==> src/rtl/ffra_pkg.sv <==
package ffra_pkg;

   localparam int DEF_SLOTS = 1024;
   localparam int FIELD_W   = 11;

   localparam logic OP_ALLOC = 1'b0;
   localparam logic OP_FREE  = 1'b1;

   typedef enum logic [1:0] {
      S_CLEAR,
      S_IDLE,
      S_SCAN,
      S_WRITE
   } state_type;

endpackage

==> src/rtl/ffra_ram.sv <==
module ffra_ram #(
   parameter int WIDTH = 1,
   parameter int DEPTH = 1024
) (
   input  logic                     clock,
   input  logic                     wr_en,
   input  logic [$clog2(DEPTH)-1:0] wr_addr,
   input  logic [WIDTH-1:0]         wr_data,
   input  logic [$clog2(DEPTH)-1:0] rd_addr,
   output logic [WIDTH-1:0]         rd_data
);

   logic [WIDTH-1:0] mem_ff [DEPTH];
   logic [WIDTH-1:0] rd_data_ff;

   always_ff @(posedge clock) begin
      if (wr_en) begin
         mem_ff[wr_addr] <= wr_data;
      end
      rd_data_ff <= mem_ff[rd_addr];
   end

   assign rd_data = rd_data_ff;

endmodule

==> src/rtl/first_fit_run_allocator.sv <==
// First-fit run allocator over slots 1..SLOTS, one occupancy bit per slot held in a
// single-port-write, registered-read RAM. After reset the block clears every RAM slot
// with busy high. An allocate scans the slots in order at one slot per cycle through
// the RAM read port to find the lowest fitting run, then writes each granted slot
// occupied; the result beat (start slot, or 0 when nothing fits) is strobed once on
// rsp_strobe as soon as the search ends, and the receiver cannot hold it off. A
// zero-length allocate answers 0 without a scan. A free writes one slot per cycle over
// the clipped range. A new request is taken only while busy is low.
module first_fit_run_allocator #(
   parameter int SLOTS = ffra_pkg::DEF_SLOTS
) (
   input  logic                           clock,
   input  logic                           reset,
   input  logic                           start,
   output logic                           busy,
   input  logic                           req_opcode,
   input  logic [ffra_pkg::FIELD_W-1:0]   req_start_slot,
   input  logic [ffra_pkg::FIELD_W-1:0]   req_run_length,
   output logic                           rsp_strobe,
   output logic [ffra_pkg::FIELD_W-1:0]   rsp_granted_start
);
   import ffra_pkg::*;

   localparam int AW  = (SLOTS > 1) ? $clog2(SLOTS) : 1;
   localparam int PW  = $clog2(SLOTS + 1);
   localparam int CW  = ((PW > FIELD_W) ? PW : FIELD_W) + 1;
   localparam logic [CW-1:0] SLOTS_C = CW'(SLOTS);
   localparam logic [CW-1:0] ONE_C   = CW'(1);

   state_type         state_ff, state_in;
   logic [CW-1:0]     iss_ff, iss_in;
   logic              pend_ff, pend_in;
   logic [CW-1:0]     pend_pos_ff, pend_pos_in;
   logic [CW-1:0]     run_ff, run_in;
   logic [CW-1:0]     run_start_ff, run_start_in;
   logic [CW-1:0]     len_ff, len_in;
   logic [CW-1:0]     wr_pos_ff, wr_pos_in;
   logic [CW-1:0]     wr_end_ff, wr_end_in;
   logic              wr_val_ff, wr_val_in;
   logic              rsp_strobe_ff, rsp_strobe_in;
   logic [FIELD_W-1:0] rsp_start_ff, rsp_start_in;

   logic              ram_wr_en;
   logic [AW-1:0]     ram_wr_addr;
   logic              ram_wr_data;
   logic              ram_rd_data;

   logic              accept;
   logic [CW-1:0]     req_s, req_len, free_lo, free_hi;
   logic [CW-1:0]     new_run, new_start;

   ffra_ram #(.WIDTH(1), .DEPTH(SLOTS)) u_ram (
      .clock   (clock),
      .wr_en   (ram_wr_en),
      .wr_addr (ram_wr_addr),
      .wr_data (ram_wr_data),
      .rd_addr (iss_ff[AW-1:0]),
      .rd_data (ram_rd_data)
   );

   assign busy   = (state_ff != S_IDLE);
   assign accept = start && !busy;

   always_comb begin
      req_s   = CW'(req_start_slot);
      req_len = CW'(req_run_length);
      free_lo = (req_s == '0) ? ONE_C : req_s;
      free_hi = req_s + req_len - ONE_C;
      if (free_hi > SLOTS_C) begin
         free_hi = SLOTS_C;
      end
   end

   always_ff @(posedge clock) begin
      if (reset) begin
         state_ff      <= S_CLEAR;
         rsp_strobe_ff <= 1'b0;
         pend_ff       <= 1'b0;
         wr_pos_ff     <= '0;
      end else begin
         state_ff      <= state_in;
         rsp_strobe_ff <= rsp_strobe_in;
         pend_ff       <= pend_in;
         wr_pos_ff     <= wr_pos_in;
      end
   end

   always_ff @(posedge clock) begin
      iss_ff       <= iss_in;
      pend_pos_ff  <= pend_pos_in;
      run_ff       <= run_in;
      run_start_ff <= run_start_in;
      len_ff       <= len_in;
      wr_end_ff    <= wr_end_in;
      wr_val_ff    <= wr_val_in;
      rsp_start_ff <= rsp_start_in;
   end

   always_comb begin
      state_in      = state_ff;
      iss_in        = iss_ff;
      pend_in       = 1'b0;
      pend_pos_in   = pend_pos_ff;
      run_in        = run_ff;
      run_start_in  = run_start_ff;
      len_in        = len_ff;
      wr_pos_in     = wr_pos_ff;
      wr_end_in     = wr_end_ff;
      wr_val_in     = wr_val_ff;
      rsp_strobe_in = 1'b0;
      rsp_start_in  = rsp_start_ff;
      ram_wr_en     = 1'b0;
      ram_wr_addr   = wr_pos_ff[AW-1:0];
      ram_wr_data   = wr_val_ff;
      new_run       = ram_rd_data ? '0 : run_ff + ONE_C;
      new_start     = (run_ff == '0) ? pend_pos_ff : run_start_ff;

      case (state_ff)
         S_CLEAR: begin
            // wr_pos counts 0-based here
            ram_wr_en   = 1'b1;
            ram_wr_data = 1'b0;
            if (wr_pos_ff == SLOTS_C - ONE_C) begin
               state_in  = S_IDLE;
               wr_pos_in = '0;
            end else begin
               wr_pos_in = wr_pos_ff + ONE_C;
            end
         end
         S_IDLE: begin
            if (accept) begin
               if (req_opcode == OP_ALLOC) begin
                  if (req_len == '0) begin
                     rsp_strobe_in = 1'b1;
                     rsp_start_in  = '0;
                  end else begin
                     state_in = S_SCAN;
                     iss_in   = '0;
                     run_in   = '0;
                     len_in   = req_len;
                  end
               end else if (req_len != '0 && free_lo <= free_hi && free_lo <= SLOTS_C) begin
                  state_in  = S_WRITE;
                  wr_pos_in = free_lo;
                  wr_end_in = free_hi;
                  wr_val_in = 1'b0;
               end
            end
         end
         S_SCAN: begin
            if (iss_ff < SLOTS_C) begin
               pend_in     = 1'b1;
               pend_pos_in = iss_ff + ONE_C;
               iss_in      = iss_ff + ONE_C;
            end
            if (pend_ff) begin
               run_in       = new_run;
               run_start_in = new_start;
               // occupied bit is 1, a free slot extends the current run
               if (!ram_rd_data && new_run == len_ff) begin
                  rsp_strobe_in = 1'b1;
                  rsp_start_in  = new_start[FIELD_W-1:0];
                  state_in      = S_WRITE;
                  pend_in       = 1'b0;
                  wr_pos_in     = new_start;
                  wr_end_in     = new_start + len_ff - ONE_C;
                  wr_val_in     = 1'b1;
               end else if (pend_pos_ff == SLOTS_C) begin
                  rsp_strobe_in = 1'b1;
                  rsp_start_in  = '0;
                  state_in      = S_IDLE;
                  pend_in       = 1'b0;
               end
            end
         end
         S_WRITE: begin
            ram_wr_en   = 1'b1;
            ram_wr_addr = AW'(wr_pos_ff - ONE_C);
            if (wr_pos_ff == wr_end_ff) begin
               state_in = S_IDLE;
            end else begin
               wr_pos_in = wr_pos_ff + ONE_C;
            end
         end
         default: begin
            state_in = S_IDLE;
         end
      endcase
   end

   assign rsp_strobe        = rsp_strobe_ff;
   assign rsp_granted_start = rsp_start_ff;

   a_grant_marks: assert property (@(posedge clock) disable iff (reset)
      (rsp_strobe && rsp_granted_start != '0) |-> (state_ff == S_WRITE))
      else $error("granted run not being marked");

   a_write_in_range: assert property (@(posedge clock) disable iff (reset)
      (state_ff == S_WRITE) |-> (wr_pos_ff <= wr_end_ff && wr_pos_ff != '0))
      else $error("write position outside range");

   a_no_rsp_clear: assert property (@(posedge clock) disable iff (reset)
      (state_ff == S_CLEAR) |-> !rsp_strobe)
      else $error("result beat during clearing pass");

   a_scan_stops: assert property (@(posedge clock) disable iff (reset)
      (state_ff == S_SCAN && pend_ff && pend_pos_ff == SLOTS_C) |=> (state_ff != S_SCAN))
      else $error("scan ran past last slot");

endmodule
==> config.mk <==
export PLATFORM = sky130hd
export DESIGN_NAME = first_fit_run_allocator
export DESIGN_NICKNAME = d
export VERILOG_FILES = /design/src/rtl/ffra_pkg.sv /design/src/rtl/ffra_ram.sv /design/src/rtl/first_fit_run_allocator.sv
export SDC_FILE = /design/constraint.sdc
export NUM_CORES = 2
export LEC_CHECK = 0
export ABC_AREA = 1
export BUFFER_PORTS_ARGS = -buffer_cell sky130_fd_sc_hd__buf_2
export CAP_MARGIN = 0
export CORE_ASPECT_RATIO = 0.6
export CORE_MARGIN = 2
export CORE_UTILIZATION = 35
export DETAILED_ROUTE_END_ITERATION = 10
export PLACE_DENSITY = 0.52
export SKIP_LAST_GASP = 1
export SYNTH_ARGS = -nofsm -noshare
export SYNTH_HDL_FRONTEND = slang
export SYNTH_HIERARCHICAL = 1
export SYNTH_SLANG_ARGS = --single-unit
==> constraint.sdc <==
create_clock -name clock -period 38.7 [get_ports clock]
set_input_delay 9.675 -clock clock [delete_from_list [all_inputs] [get_ports clock]]
set_output_delay 9.675 -clock clock [all_outputs]
set_load 0.02 [all_outputs]
==> qor.yml <==
status:
  status: "complete, no violations"
timing:
  hold_violations: 0
  finalSetupViolCount: 0
  maxSlewViolCount: 0
  max_clock_freq_ghz: 0.0703
  tns_ns: 0
  worst_slew_pin_slew_ns: 1.36
  finalCritPeriodShare: 0.368
  clock_skew_ns: 0.0314
  period_needed_ns: 14.23
  fin_ws_ns: 24.47
  slew_headroom: 0.0966
  rsz0062_at_grt: "false"
pwr:
  leakage_nw: 20.2
  power_mw: 4.09
  power.density_nw_per_um2: 70.0
  peakVddDrop_mv: 0.131
placement:
  place_ws_ns: 23.79
  io_buffer_count: 38
  dp.final_hpwl_um: 91500
  gp_congestion: 0.886
synthesis:
  syn-cell-area_um2: 53800
  synth_area_leader_cell: "edfxtp_1"
  yosysMostFrequentCell: "nand2_1"
  synth_compound_area_frac: 0.0110
  synth-edff-count: 1107
  synthTopCellsByArea: "edfxtp_1 62%, nand3_1 10%, nand2_1 8.9%"
  synth.distinct_cells: 46
  synth_top_family_by_area: "simple AND/OR/NAND/NOR gates"
  synth_common_cells: "1282 x nand2_1, 1155 x nor2_1, 1107 x edfxtp_1"
  synth_nets: 5747
  synth_top_area_frac: 0.618
  yosysWarnings: 6
  postSynthAreaPerCell_um2: 9.52
  synthSimpleGateAreaFrac: 0.283
  synthAdderAreaFrac: 0.0154
  synthMuxAreaShare: 0.000186
  synth_seq_cells: 1124
  synthFlopType: "edfxtp_1"
  synthArstFlopShare: 0
  synth_xor_xnor_area_share: 0.00725
  yosysSeqAreaShare: 0.624
  syn_inst: 5656
grt:
  grt-ovfl-total: 0
  grt_pass1_wl_um: 255000
  grt_pass1_vias: 36600
  grt_start_max_net_pins: 305
  antenna_found_initial: 5
  grt.total_usage: 0.219
setup_path:
  crit_arrival_ns: 14.58
  setup.worst_path.start_class: "primary input"
  end_kind: "flop"
  setup.worst_path.class: "in2reg"
  required_ns: 39.05
  worst-path-max-fanout: 17
run:
  cap_violations: 0
layout:
  area_delta_synth_final_pct: 8.63
  drive_above_1_share: 0.0603
  nets: 5539
floorplanning:
  start_util: 0.353
  core-area_um2: 153000
  ioPinCount: 39
  die_height_um: 308
  fp-row-count: 111
  die_w_um: 510
  die-area_um2: 157000
clock_tree:
  clockBufferDepth: 3
  postCtsSetupRepairBufs: 0
  cts_made_buffers: 109
  cts_hold_buf: 0
  clock_latency_ns: 0.73
  cts_tree: "yes"
  clock_sinks: 1124
  clkTransAtPathRegs_ns: 0.07
  post_cts_resize_count: 0
  cts_root_buffer: "clkbuf_16"
  htree_levels: 3
detailed_routing:
  vias: 40200
  drcViolationCount: 0
  wirelength_um: 175000
  drtIter0Drc: 5199
  ant_nets: 0
  wl_per_cell_um: 23.1
  vias_per_cell: 5.31
  dr.pass1.iters: 6
hold_path:
  min_path_type: "reg2reg"
[flip-flops by register name, summed over array words and instances, names as in the netlist]
register,count
pend_pos_ff,12
rsp_granted_start,11
u_ram/mem_ff,1024
wr_pos_ff,12
u_ram/rd_data,1
iss_ff,12
run_start_ff,12
wr_val_ff,1
rsp_strobe,1
run_ff,12
state_ff,2
len_ff,11
wr_end_ff,12
pend_ff,1
[cells in the final DEF, fill, tap and decap left out, drive strengths merged, types with 41 or more instances in the layout]
cell type and n:
nand2 1288, o21ai 47, edfxtp 1107, clkinv 47, nor3 45, buf 125
nor2 1163, clkbuf 143, nand3 1083, inv 252, ha 63, a21oi 41
[where the power goes]
part / internal [mW] / total (mW) / switching [mW] / leakage [nW]
Clock: 0.561 / 1.04 / 0.480 / 1.64
Combinational: 0.356 / 1.53 / 1.17 / 8.25
Sequential: 1.48 / 1.52 / 0.0470 / 10.3
[metal layers]
layer | GRT usage | vias to the layer above | wire length, µm
met2 | 0.299 | 1620 | 70100
met3 | 0.0577 | 201 | 17900
met1 | 0.343 | 19900 | 83500
li1 | - | 18500 | -
met5 | 0 | - | 0
met4 | 0.0463 | 0 | 3440
[final cells by class]
type	count	area [µm²]
Timing Repair Buffer	125	906
Multi-Input combinational cell	3840	17100
Fill cell	15300	94200
Clock inverter	57	423
Clock buffer	143	2910
Sequential cell	1124	33600
Tap cell	2034	2540
Inverter	248	972
Antenna cell	3	7.51
[through the flow]
step | hold slack [ns] | cell area (µm²) | util | std cells
after floorplan | 0.422 | 53800 | - | 5656
after global placement | 0.441 | 55100 | 0.361 | 7371
after detailed placement | 0.461 | 55100 | 0.361 | 7371
after CTS | 0.470 | 58500 | 0.383 | 7571
after global routing | 0.499 | 58500 | 0.383 | 7572
final | 0.472 | 58500 | 0.383 | 7574
[worst max-delay path: stages]
cell and delay [ns]:
buf_2 0.12, inv_1 0.11, ha_1 0.30, inv_1 0.05, ha_1 0.14, inv_1 0.11
fa_1 0.55, o31ai_1 0.44, nand2_1 0.10, nand2_1 0.09, xor2_1 0.31, nand2_1 0.09
nor2_1 0.12, nand2_1 0.12, nand2_2 0.28, nand2_1 0.11, ha_1 0.34, a21oi_1 0.12
o21ai_0 0.15, a21oi_1 0.16, nand2_1 0.07, nand2_1 0.15, nand3_1 0.12, nand2_1 0.07
and3_1 0.65
[kinds of logic after synthesis]
group	Yosys count
DFF	1124
and+or+nand+nor	3623
muxes	1
adders and majority gates	65
buffers and inverters	692
AOI/OAI and AO/OA	108
xor gates and xnor gates	43
[worst paths after layout]
path / start / to / slack [ns] / cells after the start
min: pend_ff / pend_ff / 0.47 / 1
min reg2reg: pend_ff / pend_ff / 0.47 / 1
max reg2reg: state_ff[0] / u_ram/mem_ff[790] / 33.79 / 10
max: req_start_slot[1] / wr_end_ff[5] / 24.47 / 25
No activity file was read; power rests on OpenSTA's default activity.
